==> src/design/chps_pkg.sv <==
`timescale 1ns / 1ps
// Shared types, constants and cut arithmetic for the corner-cutting polyline smoother.
// Used by every module of the block; depends on nothing.
package chps_pkg;

  localparam int MAX_PASSES  = 4;
  localparam int ACT_W       = 3;   // holds 0 .. MAX_PASSES
  localparam int CFG_W       = 3;
  localparam int COORD_W     = 32;
  localparam int RADIUS_W    = 24;
  localparam int QUEUE_DEPTH = 4;
  localparam int QPTR_W      = 2;
  localparam int QCNT_W      = 3;

  // Points of the polyline seen so far, saturating at two
  localparam logic [1:0] CNT_NONE = 2'd0;
  localparam logic [1:0] CNT_ONE  = 2'd1;
  localparam logic [1:0] CNT_MANY = 2'd2;

  // Phases of a cutting pass on one point
  localparam logic [1:0] PH_NEAR_PREV = 2'd0;
  localparam logic [1:0] PH_NEAR_CUR  = 2'd1;
  localparam logic [1:0] PH_TAIL      = 2'd2;

  // One point on its way through the passes; act is the number of passes that
  // cut it, zero for a point that goes through raw.
  typedef struct packed {
    logic signed [COORD_W-1:0] x;
    logic signed [COORD_W-1:0] y;
    logic [RADIUS_W-1:0]       r;
    logic                      last;
    logic [ACT_W-1:0]          act;
  } item_t;

  // floor((3a + b) / 4) on signed coordinates
  function automatic logic [COORD_W-1:0] cut_coord(input logic [COORD_W-1:0] a,
                                                   input logic [COORD_W-1:0] b);
    logic [COORD_W+1:0] ae;
    logic [COORD_W+1:0] be;
    logic [COORD_W+1:0] t;
    ae = {{2{a[COORD_W-1]}}, a};
    be = {{2{b[COORD_W-1]}}, b};
    t  = ae + {ae[COORD_W:0], 1'b0} + be;
    return t[COORD_W+1:2];
  endfunction

  // floor((3a + b) / 4) on unsigned radii
  function automatic logic [RADIUS_W-1:0] cut_radius(input logic [RADIUS_W-1:0] a,
                                                     input logic [RADIUS_W-1:0] b);
    logic [RADIUS_W+1:0] t;
    t = {2'b00, a} + {1'b0, a, 1'b0} + {2'b00, b};
    return t[RADIUS_W+1:2];
  endfunction

endpackage

==> src/design/chps_front.sv <==
`timescale 1ns / 1ps
// Front end: input transfer, pass count register and per-point classification.
// Depends on chps_pkg; feeds chps_queue.
module chps_front import chps_pkg::*; (
  input  logic                       clk,
  input  logic                       rst,
  input  logic                       in_valid,
  output logic                       in_stall,
  input  logic signed [COORD_W-1:0]  point_x,
  input  logic signed [COORD_W-1:0]  point_y,
  input  logic [RADIUS_W-1:0]        point_radius,
  input  logic                       point_last,
  input  logic                       cfg_wr_en,
  input  logic [CFG_W-1:0]           cfg_wr_data,
  input  logic                       q_full,
  output logic                       q_wr_en,
  output item_t                      q_wr_data
);

  logic [CFG_W-1:0] pass_count;
  logic [1:0]       point_cnt;
  logic [ACT_W-1:0] act_clamped;
  logic             raw_pair_end;
  logic             accept;

  assign in_stall = q_full;
  assign accept   = in_valid && !q_full;
  assign q_wr_en  = accept;

  // Clamp the pass count into 1 .. MAX_PASSES
  always_comb begin
    if (pass_count == '0) begin
      act_clamped = ACT_W'(1);
    end else if (pass_count > CFG_W'(MAX_PASSES)) begin
      act_clamped = ACT_W'(MAX_PASSES);
    end else begin
      act_clamped = ACT_W'(pass_count);
    end
  end

  // A two-point polyline ends raw: no pass cuts its second point
  assign raw_pair_end = point_last && (point_cnt == CNT_ONE);

  always_comb begin
    q_wr_data.x    = point_x;
    q_wr_data.y    = point_y;
    q_wr_data.r    = point_radius;
    q_wr_data.last = point_last;
    q_wr_data.act  = raw_pair_end ? '0 : act_clamped;
  end

  // Hold the pass count and count points of the current polyline
  always_ff @(posedge clk) begin
    if (rst) begin
      pass_count <= CFG_W'(1);
      point_cnt  <= CNT_NONE;
    end else begin
      if (cfg_wr_en) begin
        pass_count <= cfg_wr_data;
      end
      if (accept) begin
        if (point_last) begin
          point_cnt <= CNT_NONE;
        end else if (point_cnt == CNT_NONE) begin
          point_cnt <= CNT_ONE;
        end else begin
          point_cnt <= CNT_MANY;
        end
      end
    end
  end

endmodule

==> src/design/chps_queue.sv <==
`timescale 1ns / 1ps
// Short FIFO that decouples the classifying front end from the cutting passes.
// Depends on chps_pkg.
module chps_queue import chps_pkg::*; (
  input  logic   clk,
  input  logic   rst,
  input  logic   wr_en,
  input  item_t  wr_data,
  output logic   full,
  output logic   rd_valid,
  input  logic   rd_stall,
  output item_t  rd_data
);

  item_t             entries [QUEUE_DEPTH];
  logic [QPTR_W-1:0] wr_ptr;
  logic [QPTR_W-1:0] rd_ptr;
  logic [QCNT_W-1:0] count;
  logic              rd_take;

  assign full     = (count == QCNT_W'(QUEUE_DEPTH));
  assign rd_valid = (count != '0);
  assign rd_data  = entries[rd_ptr];
  assign rd_take  = rd_valid && !rd_stall;

  // Store payload
  always_ff @(posedge clk) begin
    if (wr_en) begin
      entries[wr_ptr] <= wr_data;
    end
  end

  // Advance pointers and occupancy
  always_ff @(posedge clk) begin
    if (rst) begin
      wr_ptr <= '0;
      rd_ptr <= '0;
      count  <= '0;
    end else begin
      if (wr_en) begin
        wr_ptr <= wr_ptr + QPTR_W'(1);
      end
      if (rd_take) begin
        rd_ptr <= rd_ptr + QPTR_W'(1);
      end
      if (wr_en && !rd_take) begin
        count <= count + QCNT_W'(1);
      end else if (rd_take && !wr_en) begin
        count <= count - QCNT_W'(1);
      end
    end
  end

endmodule

==> src/design/chps_pass.sv <==
`timescale 1ns / 1ps
// One corner-cutting pass: holds the prior point and, unless stalled, emits the
// cut points of each segment one per cycle, registered. Depends on chps_pkg.
module chps_pass import chps_pkg::*; (
  input  logic             clk,
  input  logic             rst,
  input  logic [ACT_W-1:0] pass_idx,
  input  logic             up_valid,
  output logic             up_stall,
  input  item_t            up_data,
  output logic             dn_valid,
  input  logic             dn_stall,
  output item_t            dn_data
);

  item_t               cur;
  logic                cur_valid;
  logic [1:0]          phase;
  logic [COORD_W-1:0]  prev_x;
  logic [COORD_W-1:0]  prev_y;
  logic [RADIUS_W-1:0] prev_r;
  logic                has_prev;
  item_t               obuf;
  logic                obuf_valid;

  logic  active;
  logic  cutting;
  logic  load_ok;
  logic  emit;
  logic  done;
  logic  fin;
  logic  up_take;
  item_t emit_pt;

  assign active   = (pass_idx < cur.act);
  assign cutting  = active && has_prev;
  assign load_ok  = !obuf_valid || !dn_stall;
  assign emit     = cur_valid && load_ok;
  assign fin      = emit && done;
  assign up_stall = cur_valid && !fin;
  assign up_take  = up_valid && !up_stall;
  assign dn_valid = obuf_valid;
  assign dn_data  = obuf;

  // Select the point to emit in this phase
  always_comb begin
    emit_pt = cur;
    done    = 1'b1;
    if (cutting) begin
      unique case (phase)
        PH_NEAR_PREV: begin
          emit_pt.x    = cut_coord(prev_x, cur.x);
          emit_pt.y    = cut_coord(prev_y, cur.y);
          emit_pt.r    = cut_radius(prev_r, cur.r);
          emit_pt.last = 1'b0;
          done         = 1'b0;
        end
        PH_NEAR_CUR: begin
          emit_pt.x    = cut_coord(cur.x, prev_x);
          emit_pt.y    = cut_coord(cur.y, prev_y);
          emit_pt.r    = cut_radius(cur.r, prev_r);
          emit_pt.last = 1'b0;
          done         = !cur.last;
        end
        default: begin
          emit_pt = cur;
          done    = 1'b1;
        end
      endcase
    end
  end

  // Payload registers
  always_ff @(posedge clk) begin
    if (up_take) begin
      cur <= up_data;
    end
    if (emit) begin
      obuf <= emit_pt;
    end
    if (fin && active) begin
      prev_x <= cur.x;
      prev_y <= cur.y;
      prev_r <= cur.r;
    end
  end

  // Control: phase, occupancy and held-point flag
  always_ff @(posedge clk) begin
    if (rst) begin
      cur_valid  <= 1'b0;
      phase      <= PH_NEAR_PREV;
      has_prev   <= 1'b0;
      obuf_valid <= 1'b0;
    end else begin
      if (load_ok) begin
        obuf_valid <= emit;
      end
      if (fin) begin
        phase <= PH_NEAR_PREV;
        if (active) begin
          has_prev <= !cur.last;
        end else if (cur.last) begin
          has_prev <= 1'b0;
        end
      end else if (emit) begin
        phase <= (phase == PH_NEAR_PREV) ? PH_NEAR_CUR : PH_TAIL;
      end
      if (up_take) begin
        cur_valid <= 1'b1;
      end else if (fin) begin
        cur_valid <= 1'b0;
      end
    end
  end

endmodule

==> src/design/chaikin_polyline_smoother_unit.sv <==
`timescale 1ns / 1ps
// Top level of the corner-cutting polyline smoother: front end, queue and passes.
// Depends on chps_pkg, chps_front, chps_queue and chps_pass.

// Smooths an open polyline with 1 to 4 cascaded corner-cutting passes (pass count
// register, 0 acts as 1, above 4 acts as 4). Each pass keeps the end points and
// replaces every segment by its quarter and three-quarter points; a polyline of one
// or two points comes out unchanged, and out_last marks its final result. The block
// delivers at most one result per clock, from the output register of the last pass;
// an interior point yields 2^passes results (16 with four passes), a first point
// yields one, and a final point 2^(passes+1) - 1. A four-entry queue lets points be
// transferred in while earlier ones are still being cut; an input point reaches the
// output through the queue and the current-point and output registers of each pass.
// Write the pass count only while the block is idle.
module chaikin_polyline_smoother_unit import chps_pkg::*; (
  input  logic                       clk,
  input  logic                       rst,
  input  logic                       cfg_wr_en,
  input  logic [CFG_W-1:0]           cfg_wr_data,
  input  logic                       in_valid,
  output logic                       in_stall,
  input  logic signed [COORD_W-1:0]  point_x,
  input  logic signed [COORD_W-1:0]  point_y,
  input  logic [RADIUS_W-1:0]        point_radius,
  input  logic                       point_last,
  output logic                       out_valid,
  input  logic                       out_stall,
  output logic signed [COORD_W-1:0]  out_x,
  output logic signed [COORD_W-1:0]  out_y,
  output logic [RADIUS_W-1:0]        out_radius,
  output logic                       out_last
);

  logic  q_full;
  logic  q_wr_en;
  item_t q_wr_data;

  logic  link_valid [MAX_PASSES+1];
  logic  link_stall [MAX_PASSES+1];
  item_t link_data  [MAX_PASSES+1];

  // Accept and classify points
  chps_front u_front (
    .clk          (clk),
    .rst          (rst),
    .in_valid     (in_valid),
    .in_stall     (in_stall),
    .point_x      (point_x),
    .point_y      (point_y),
    .point_radius (point_radius),
    .point_last   (point_last),
    .cfg_wr_en    (cfg_wr_en),
    .cfg_wr_data  (cfg_wr_data),
    .q_full       (q_full),
    .q_wr_en      (q_wr_en),
    .q_wr_data    (q_wr_data)
  );

  // Buffer classified points
  chps_queue u_queue (
    .clk      (clk),
    .rst      (rst),
    .wr_en    (q_wr_en),
    .wr_data  (q_wr_data),
    .full     (q_full),
    .rd_valid (link_valid[0]),
    .rd_stall (link_stall[0]),
    .rd_data  (link_data[0])
  );

  // Cascade of cutting passes
  for (genvar s = 0; s < MAX_PASSES; s++) begin : g_pass
    chps_pass u_pass (
      .clk      (clk),
      .rst      (rst),
      .pass_idx (ACT_W'(s)),
      .up_valid (link_valid[s]),
      .up_stall (link_stall[s]),
      .up_data  (link_data[s]),
      .dn_valid (link_valid[s+1]),
      .dn_stall (link_stall[s+1]),
      .dn_data  (link_data[s+1])
    );
  end

  // Drive the result channel from the last pass
  assign link_stall[MAX_PASSES] = out_stall;
  assign out_valid  = link_valid[MAX_PASSES];
  assign out_x      = link_data[MAX_PASSES].x;
  assign out_y      = link_data[MAX_PASSES].y;
  assign out_radius = link_data[MAX_PASSES].r;
  assign out_last   = link_data[MAX_PASSES].last;

endmodule

==> config.mk <==
export PLATFORM = sky130hd
export DESIGN_NAME = chaikin_polyline_smoother_unit
export DESIGN_NICKNAME = d
export VERILOG_FILES = /design/src/design/chps_pkg.sv /design/src/design/chps_front.sv /design/src/design/chps_queue.sv /design/src/design/chps_pass.sv /design/src/design/chaikin_polyline_smoother_unit.sv
export SDC_FILE = /design/constraint.sdc
export NUM_CORES = 2
export LEC_CHECK = 0
export ABC_CLOCK_PERIOD_IN_PS = 17450
export BUFFER_PORTS_ARGS = -buffer_cell sky130_fd_sc_hd__clkbuf_2
export CELL_PAD_IN_SITES_DETAIL_PLACEMENT = 1
export CELL_PAD_IN_SITES_GLOBAL_PLACEMENT = 1
export CORE_MARGIN = 2
export CORE_UTILIZATION = 57
export CTS_CLUSTER_DIAMETER = 120
export DETAILED_ROUTE_END_ITERATION = 7
export PLACE_DENSITY_LB_ADDON = 0.1
export SYNTH_ARGS = -nofsm -noshare
export SYNTH_HDL_FRONTEND = slang
export SYNTH_SLANG_ARGS = --single-unit
==> constraint.sdc <==
create_clock -name clk -period 17.45 [get_ports clk]
set_input_delay 0 -clock clk [delete_from_list [all_inputs] [get_ports clk]]
set_output_delay 0 -clock clk [all_outputs]
set_load 0.02 [all_outputs]
### Word level (Yosys, flattened, before mapping)

Memories as Yosys holds them, arrays and structs flattened. A register that Yosys moved wholly into a read port is not among the register bits.
Cells that the tools add are included.

| storage, ports and cells | value |
|---|---|
| register bits | 1025 |
| latch bits | 0 |
| bits in writable memories | 368 |
| ROM bits | 0 |
| bits of input ports | 97 |
| output and inout port bits | 91 |
| memories | 1 |

| operators by class | value |
|---|---|
| add/subtract/negate cells | 52 |
| multipliers | 0 |
| div/mod/pow operators | 0 |
| $lt $le $gt $ge | 5 |
| eq/ne operators | 6 |
| shift-type cells | 0 |
| mux-type cells | 45 |
| bitwise operators | 0 |
| reduce and logical (&&, ||, !) cells | 76 |

Memory list:

| memory | words | width | read ports | clocked after Yosys merged registers in | wr ports | line | text |
|---|---|---|---|---|---|---|---|
| u_queue.entries | 4 | 92 | 1 | 1 | 1 | chps_queue.sv:15 | `item_t entries [QUEUE_DEPTH];` |

Operators by type and width:

| cell | count |
|---|---|
| $pmux 89 s2 | 4 |
| $add 32x33->34 | 16 |
| $add 34x34->34 | 16 |
| $mux 92 | 4 |
| $add 24x25->26 | 8 |
| $add 26x24->26 | 8 |
| $logic_and 1x1->1 | 28 |
| $mux 1 | 22 |
| $logic_not 1->1 | 20 |
| $reduce_bool 2->1 | 9 |
| $mux 3 | 5 |
| $mux 2 | 6 |
| $eq 2x1->1 const B | 5 |
| $logic_not 2->1 | 5 |
| $pmux 1 s2 | 4 |
| $reduce_and 2->1 | 4 |
| $reduce_or 2->1 | 4 |
| $lt 1x3->1 const A | 2 |
| $lt 2x3->1 const A | 2 |
| $add 2x1->2 const B | 2 |
| $logic_or 1x1->1 | 4 |
| $add 3x1->3 const B | 1 |
| $eq 3x3->1 const B | 1 |
| $gt 3x3->1 const B | 1 |
| other kinds (3) | 3 |

### Longest topological paths before layout

| depth | value |
|---|---|
| depth in word-level cells | 29 |
| depth in mapped cells | 16 |
| mapped depth without buffers | 15 |

### Cells and area by module

From an unflattened synthesis, not the netlist that was laid out.

| unflattened totals | value |
|---|---|
| cells, all modules | 8955 |
| area total of the unflattened synthesis | 104029.8 µm² |

By module, submodules not included:

| module | instances | cells an instance | area each (µm²) |
|---|---|---|---|
| chps_pass at g_pass[0].u_pass | 1 | 2101 | 22587.9 |
| chps_pass at g_pass[2].u_pass | 1 | 2096 | 22452.8 |
| chps_pass at g_pass[3].u_pass | 1 | 2073 | 22196.3 |
| chps_pass at g_pass[1].u_pass | 1 | 2043 | 22157.5 |
| chps_queue | 1 | 527 | 13723.2 |
| chps_front | 1 | 113 | 904.6 |
| chaikin_polyline_smoother_unit | 1 | 2 | 7.5 |

### Worst setup path before layout

No wires, ideal clock.

| path | value |
|---|---|
| path kind | reg-to-reg |
| start | reg g_pass[3].u_pass.phase[1] |
| end | reg g_pass[1].u_pass.prev_r[0] (enable) |
| library setup time | 0.534 ns |
| arrival | 10.641 ns |
| data required time | 16.916 ns |
| path slack | 6.275 ns |
| stages on the path, launching flop included | 11 |
| period minus slack after synthesis | 11.175 ns |
| path through | dfxtp_1 -> nand3b_1 -> a21oi_1 -> o21ai_0 -> or2_2 -> nand2_1 -> nor2_1 -> nor2_1 -> a21oi_1 -> o21ai_0 -> nor2_1 |

| on the way | value |
|---|---|
| word-level cells in the longest chain between the ends | 17 |

RTL lines:

| item | line | text |
|---|---|---|
| start, declared | chps_pass.sv:18 | `logic [1:0] phase;` |
| start signal, assigned | chps_pass.sv:107 | `phase <= (phase == PH_NEAR_PREV) ? PH_NEAR_CUR : PH_TAIL;` |
| $eq 2x1->1 or $logic_not 2->1 (tied branches) | chps_pass.sv:50 | `unique case (phase)` |
| $pmux 1 s2 * | chps_pass.sv:50 |  |
| $mux 1 * | chps_pass.sv:49 | `if (cutting) begin` |
| $logic_and 1x1->1 * | chps_pass.sv:39 | `assign fin = emit && done;` |
| $logic_not 1->1 * | chps_pass.sv:40 | `assign up_stall = cur_valid && !fin;` |
| $logic_and 1x1->1 * | chps_pass.sv:40 |  |
| $logic_not 1->1 * | chps_pass.sv:37 | `assign load_ok = !obuf_valid \|\| !dn_stall;` |
| $logic_or 1x1->1 * | chps_pass.sv:37 |  |
| [2 not listed] | - |  |
| $logic_not 1->1 * | chps_pass.sv:40 |  |
| $logic_and 1x1->1 * | chps_pass.sv:40 |  |
| $logic_not 1->1 * | chps_pass.sv:37 |  |
| $logic_or 1x1->1 * | chps_pass.sv:37 |  |
| $logic_and 1x1->1 * | chps_pass.sv:38 | `assign emit = cur_valid && load_ok;` |
| net g_pass[1].u_pass.emit | chps_pass.sv:29 | `logic emit;` |
| $logic_and 1x1->1 * | chps_pass.sv:39 |  |
| $logic_and 1x1->1 * | chps_pass.sv:81 | `if (fin && active) begin` |
| end signal, assigned | chps_pass.sv:84 | `prev_r <= cur.r;` |
| end, declared | chps_pass.sv:21 | `logic [RADIUS_W-1:0] prev_r;` |

The timed path passes the listed nets; every way through them passes the cells marked *.
A chain may end at the register's enable or synchronous reset.

==> flow_summary_export.csv <==
group,metric,value,unit
status,status,"completed",
drt,vias,71700,
yosys,syn-num-nets,9806,
yosys,synth.largest_area_cell,"edfxtp_1",
critical_path,cp-end-kind,"flip-flop",
placed_design,io_buffers,187,
critical_path,cp_cell_sequence,"fa_1, and3_1, fa_1, a211oi_1, o21ai_0, a31oi_1, o31a_1, o21ai_1, a211oi_1, nand2b_1, nand2b_1, a311oi_1, mux4_2, a221o_1",
global_routing,antenna_found_initial,4,
clocking,clkTransAtPathRegs,0.07,ns
global_routing,grt-ovfl-total,0,
critical_path,crit_slowest_cell,"fa_1",
critical_path,path_delay_family,"compound AO/OA/AOI/OAI gates",
yosys,synthCells,8319,
power_and_ir_drop,p_leak,42.2,nW
cells_and_area,areaGrowthSynthToFinish,10.9,%
clocking,insertion_delay,0.84,ns
clocking,cts.sinks,1481,
placed_design,gp_congestion,0.909,
die,rows,153,
die,die_x,423,µm
yosys,synth.top_cells.by_count,"1449 x edfxtp_1, 710 x a21oi_1, 705 x fa_1",
drt,drt_iter0_drc,5243,
cells_and_area,drive_above_1_share,7.88,%
drt,drc,0,
timing,max_slew_margin,26.2,%
yosys,synth.avg_cell_area,12.0,µm²
placed_design,post-place-ws,12.33,ns
clocking,cts_tree,"yes",
die,die_y,423,µm
yosys,synth-seq-cells,1481,
global_routing,grt_max_degree,86,
yosys,synthFlopType,"edfxtp_1",
yosys,yosysTopAreaCellShare,43.5,%
drt,ant_nets,0,
die,core-area,0.174,mm²
timing,worst_slack,12.27,ns
cells_and_area,nFillCells,17200,
timing,hold_violations,0,
worst_hold_path,hold_class,"in -> reg",
power_and_ir_drop,power.total,20.0,mW
timing,rsz0062_at_grt,"false",
yosys,synth_cell_types,96,
run,drv_cap,0,
global_routing,grtUsageTotal,32.3,%
timing,finalMaxSlewViolations,0,
timing,max_freq,0.193,GHz
global_routing,grt_pass1_vias,78400,
clocking,h-tree-depth,4,
critical_path,arrival,5.74,ns
timing,finalCriticalPeriod,5.18,ns
placed_design,post-dp-hpwl,204,mm
timing,fin_crit_sh,29.7,%
drt,avgRoutedWirePerCell,25.9,µm
yosys,synthArstFlopShare,0,%
critical_path,critPathMaxFanout,7,
yosys,synth.most_common_cell,"edfxtp_1",
critical_path,critPathKind,"reg -> reg",
drt,wl,290,mm
drt,vias_per_cell,6.42,
timing,worst_pin_slew,1.11,ns
power_and_ir_drop,powerDensity,180,mW/mm²
timing,setup_viol,0,
yosys,synth_area_leaders,"edfxtp_1 43%, fa_1 14%, ha_1 8.6%",
critical_path,worstPathRequired,18.01,ns
critical_path,startpoint_type,"flip-flop",
die,die-area,0.179,mm²
yosys,yosys_warnings,0,
yosys,synthesis.area,0.100,mm²
cells_and_area,final_core_util,63.7,%
global_routing,grt_pass1_wl,455,mm
timing,finalSetupTns,0,ns
power_and_ir_drop,vdd_drop_max,134,µV
critical_path,critPathMaxStageDelay,0.52,ns
critical_path,worstPathBufferInverterCount,0,
timing,skew,0.0372,ns
die,boundaryPins,188,
drt,firstDrtPassIters,5,
yosys,synth_edf_count,1449,
clocking,cts_made_buffers,165,
cells_and_area,nets,10200,
clocking,root_buffer,"clkbuf_16",
clocking,clockBufferDepth,3,
yosys,seq_area_frac_synth,44.1,%
die,start_util,57.5,%
-- worst reg2reg max path: cells and delay by family (launching register included) --
kind,cells,cell delay [ns]
AOI/OAI and AO/OA,8,2.58
DFF,1,0.51
muxes,1,0.35
adders and majority gates,2,1.01
and+or+nand+nor,3,0.48
-- logic make-up (layout without fill, tap and decap cells) --
| logic type | Yosys count | in the layout | share of synthesized area (%) |
|---|---|---|---|
| AOI/OAI and AO/OA | 2439 | 2439 | 15.4 |
| and+or+nand+nor | 1940 | 1940 | 9.00 |
| DFF | 1481 | 1481 | 44.1 |
| adders and majority gates | 1390 | 1390 | 22.7 |
| xor gates and xnor gates | 555 | 555 | 4.86 |
| buffers and inverters | 377 | 912 | 1.41 |
| muxes | 137 | 137 | 2.54 |
| other | 0 | 3 | 0 |
-- flip-flops by register name, summed over array words and instances (netlist names) --
| register | cells |
|---|---|
| g_pass.u_pass.cur | 366 |
| g_pass.u_pass.cur_valid | 4 |
| g_pass.u_pass.dn_data | 363 |
| g_pass.u_pass.dn_valid | 4 |
| g_pass.u_pass.has_prev | 4 |
| g_pass.u_pass.phase | 8 |
| g_pass.u_pass.prev_r | 96 |
| g_pass.u_pass.prev_x | 128 |
| g_pass.u_pass.prev_y | 128 |
| u_front.pass_count | 3 |
| u_front.point_cnt | 2 |
| u_queue.count | 3 |
| u_queue.entries | 368 |
| u_queue.rd_ptr | 2 |
| u_queue.wr_ptr | 2 |
-- path summary, 6_finish.rpt --
kind / cells after the start / startpoint / slack (ns) / to
max reg2reg: 14 / g_pass[0].u_pass.cur[28] / 12.27 / g_pass[0].u_pass.dn_data[59]
max: 14 / g_pass[0].u_pass.cur[28] / 12.27 / g_pass[0].u_pass.dn_data[59]
min: 2 / point_radius[13] / 0.04 / u_queue.entries[3][17]
min reg2reg: 0 / g_pass[0].u_pass.dn_data[71] / 0.40 / g_pass[1].u_pass.cur[71]
-- stage by stage --
| step | area (µm²) | hold WS [ns] | cells |
|---|---|---|---|
| after CTS | 111000 | 0.00140 | 11200 |
| after global routing | 111000 | 0.0230 | 11200 |
| after global placement | 104000 | 0.208 | 10700 |
| after detailed placement | 104000 | 0.218 | 10700 |
| after floorplan | 100000 | 0.0787 | 8319 |
| final | 111000 | 0.0409 | 11200 |
-- cell usage in the layout, fill, tap and decap left out, types with 112 or more instances in the layout --
cell type	count
dlygate4sd3_1	184
clkbuf_2	187
nand2b_1	112
a21o_1	309
a21oi_1	709
inv_1	176
xnor2_1	343
ha_1	685
xor2_1	212
clkbuf_16	168
fa_1	705
nor2_1	575
nand2_1	616
edfxtp_1	1449
nand3_1	117
nor3_1	125
o21ai_0	606
-- area by class of cell --
| cell class | count | area, µm² | share of cell area (%) |
|---|---|---|---|
| Multi-Input combinational cell | 6461 | 54600 | 49.2 |
| Sequential cell | 1481 | 44200 | 39.8 |
| Clock buffer | 195 | 4350 | 3.91 |
| Timing Repair Buffer | 426 | 3190 | 2.87 |
| Tap cell | 2325 | 2910 | 2.62 |
| Clock inverter | 110 | 1120 | 1.01 |
| Inverter | 181 | 684 | 0.616 |
| Antenna cell | 3 | 7.51 | 0.00676 |
-- repair_timing --
item	CTS	global route
buffers inserted	0	0
gates resized for setup	0	0
endpoints found under the hold margin	378	0
setup endpoints to repair	0	0
hold buffers	184	0
-- per-layer routing --
metal	up-vias	GRT usage, %	share of wire (%)
met5	-	0	0
met4	0	11.6	3.7
met3	647	3.63	4.7
met2	2322	57.4	51
met1	36700	40.9	40
li1	32100	-	-
-- power breakdown --
part | total [mW] | leakage (nW) | internal, mW | switching [mW]
registers | 5.39 | 13.5 | 4.68 | 0.710
logic | 11.0 | 26.0 | 4.41 | 6.57
clock network | 3.58 | 2.65 | 2.06 | 1.53
Note: power is estimated with default switching activity, not from simulation.
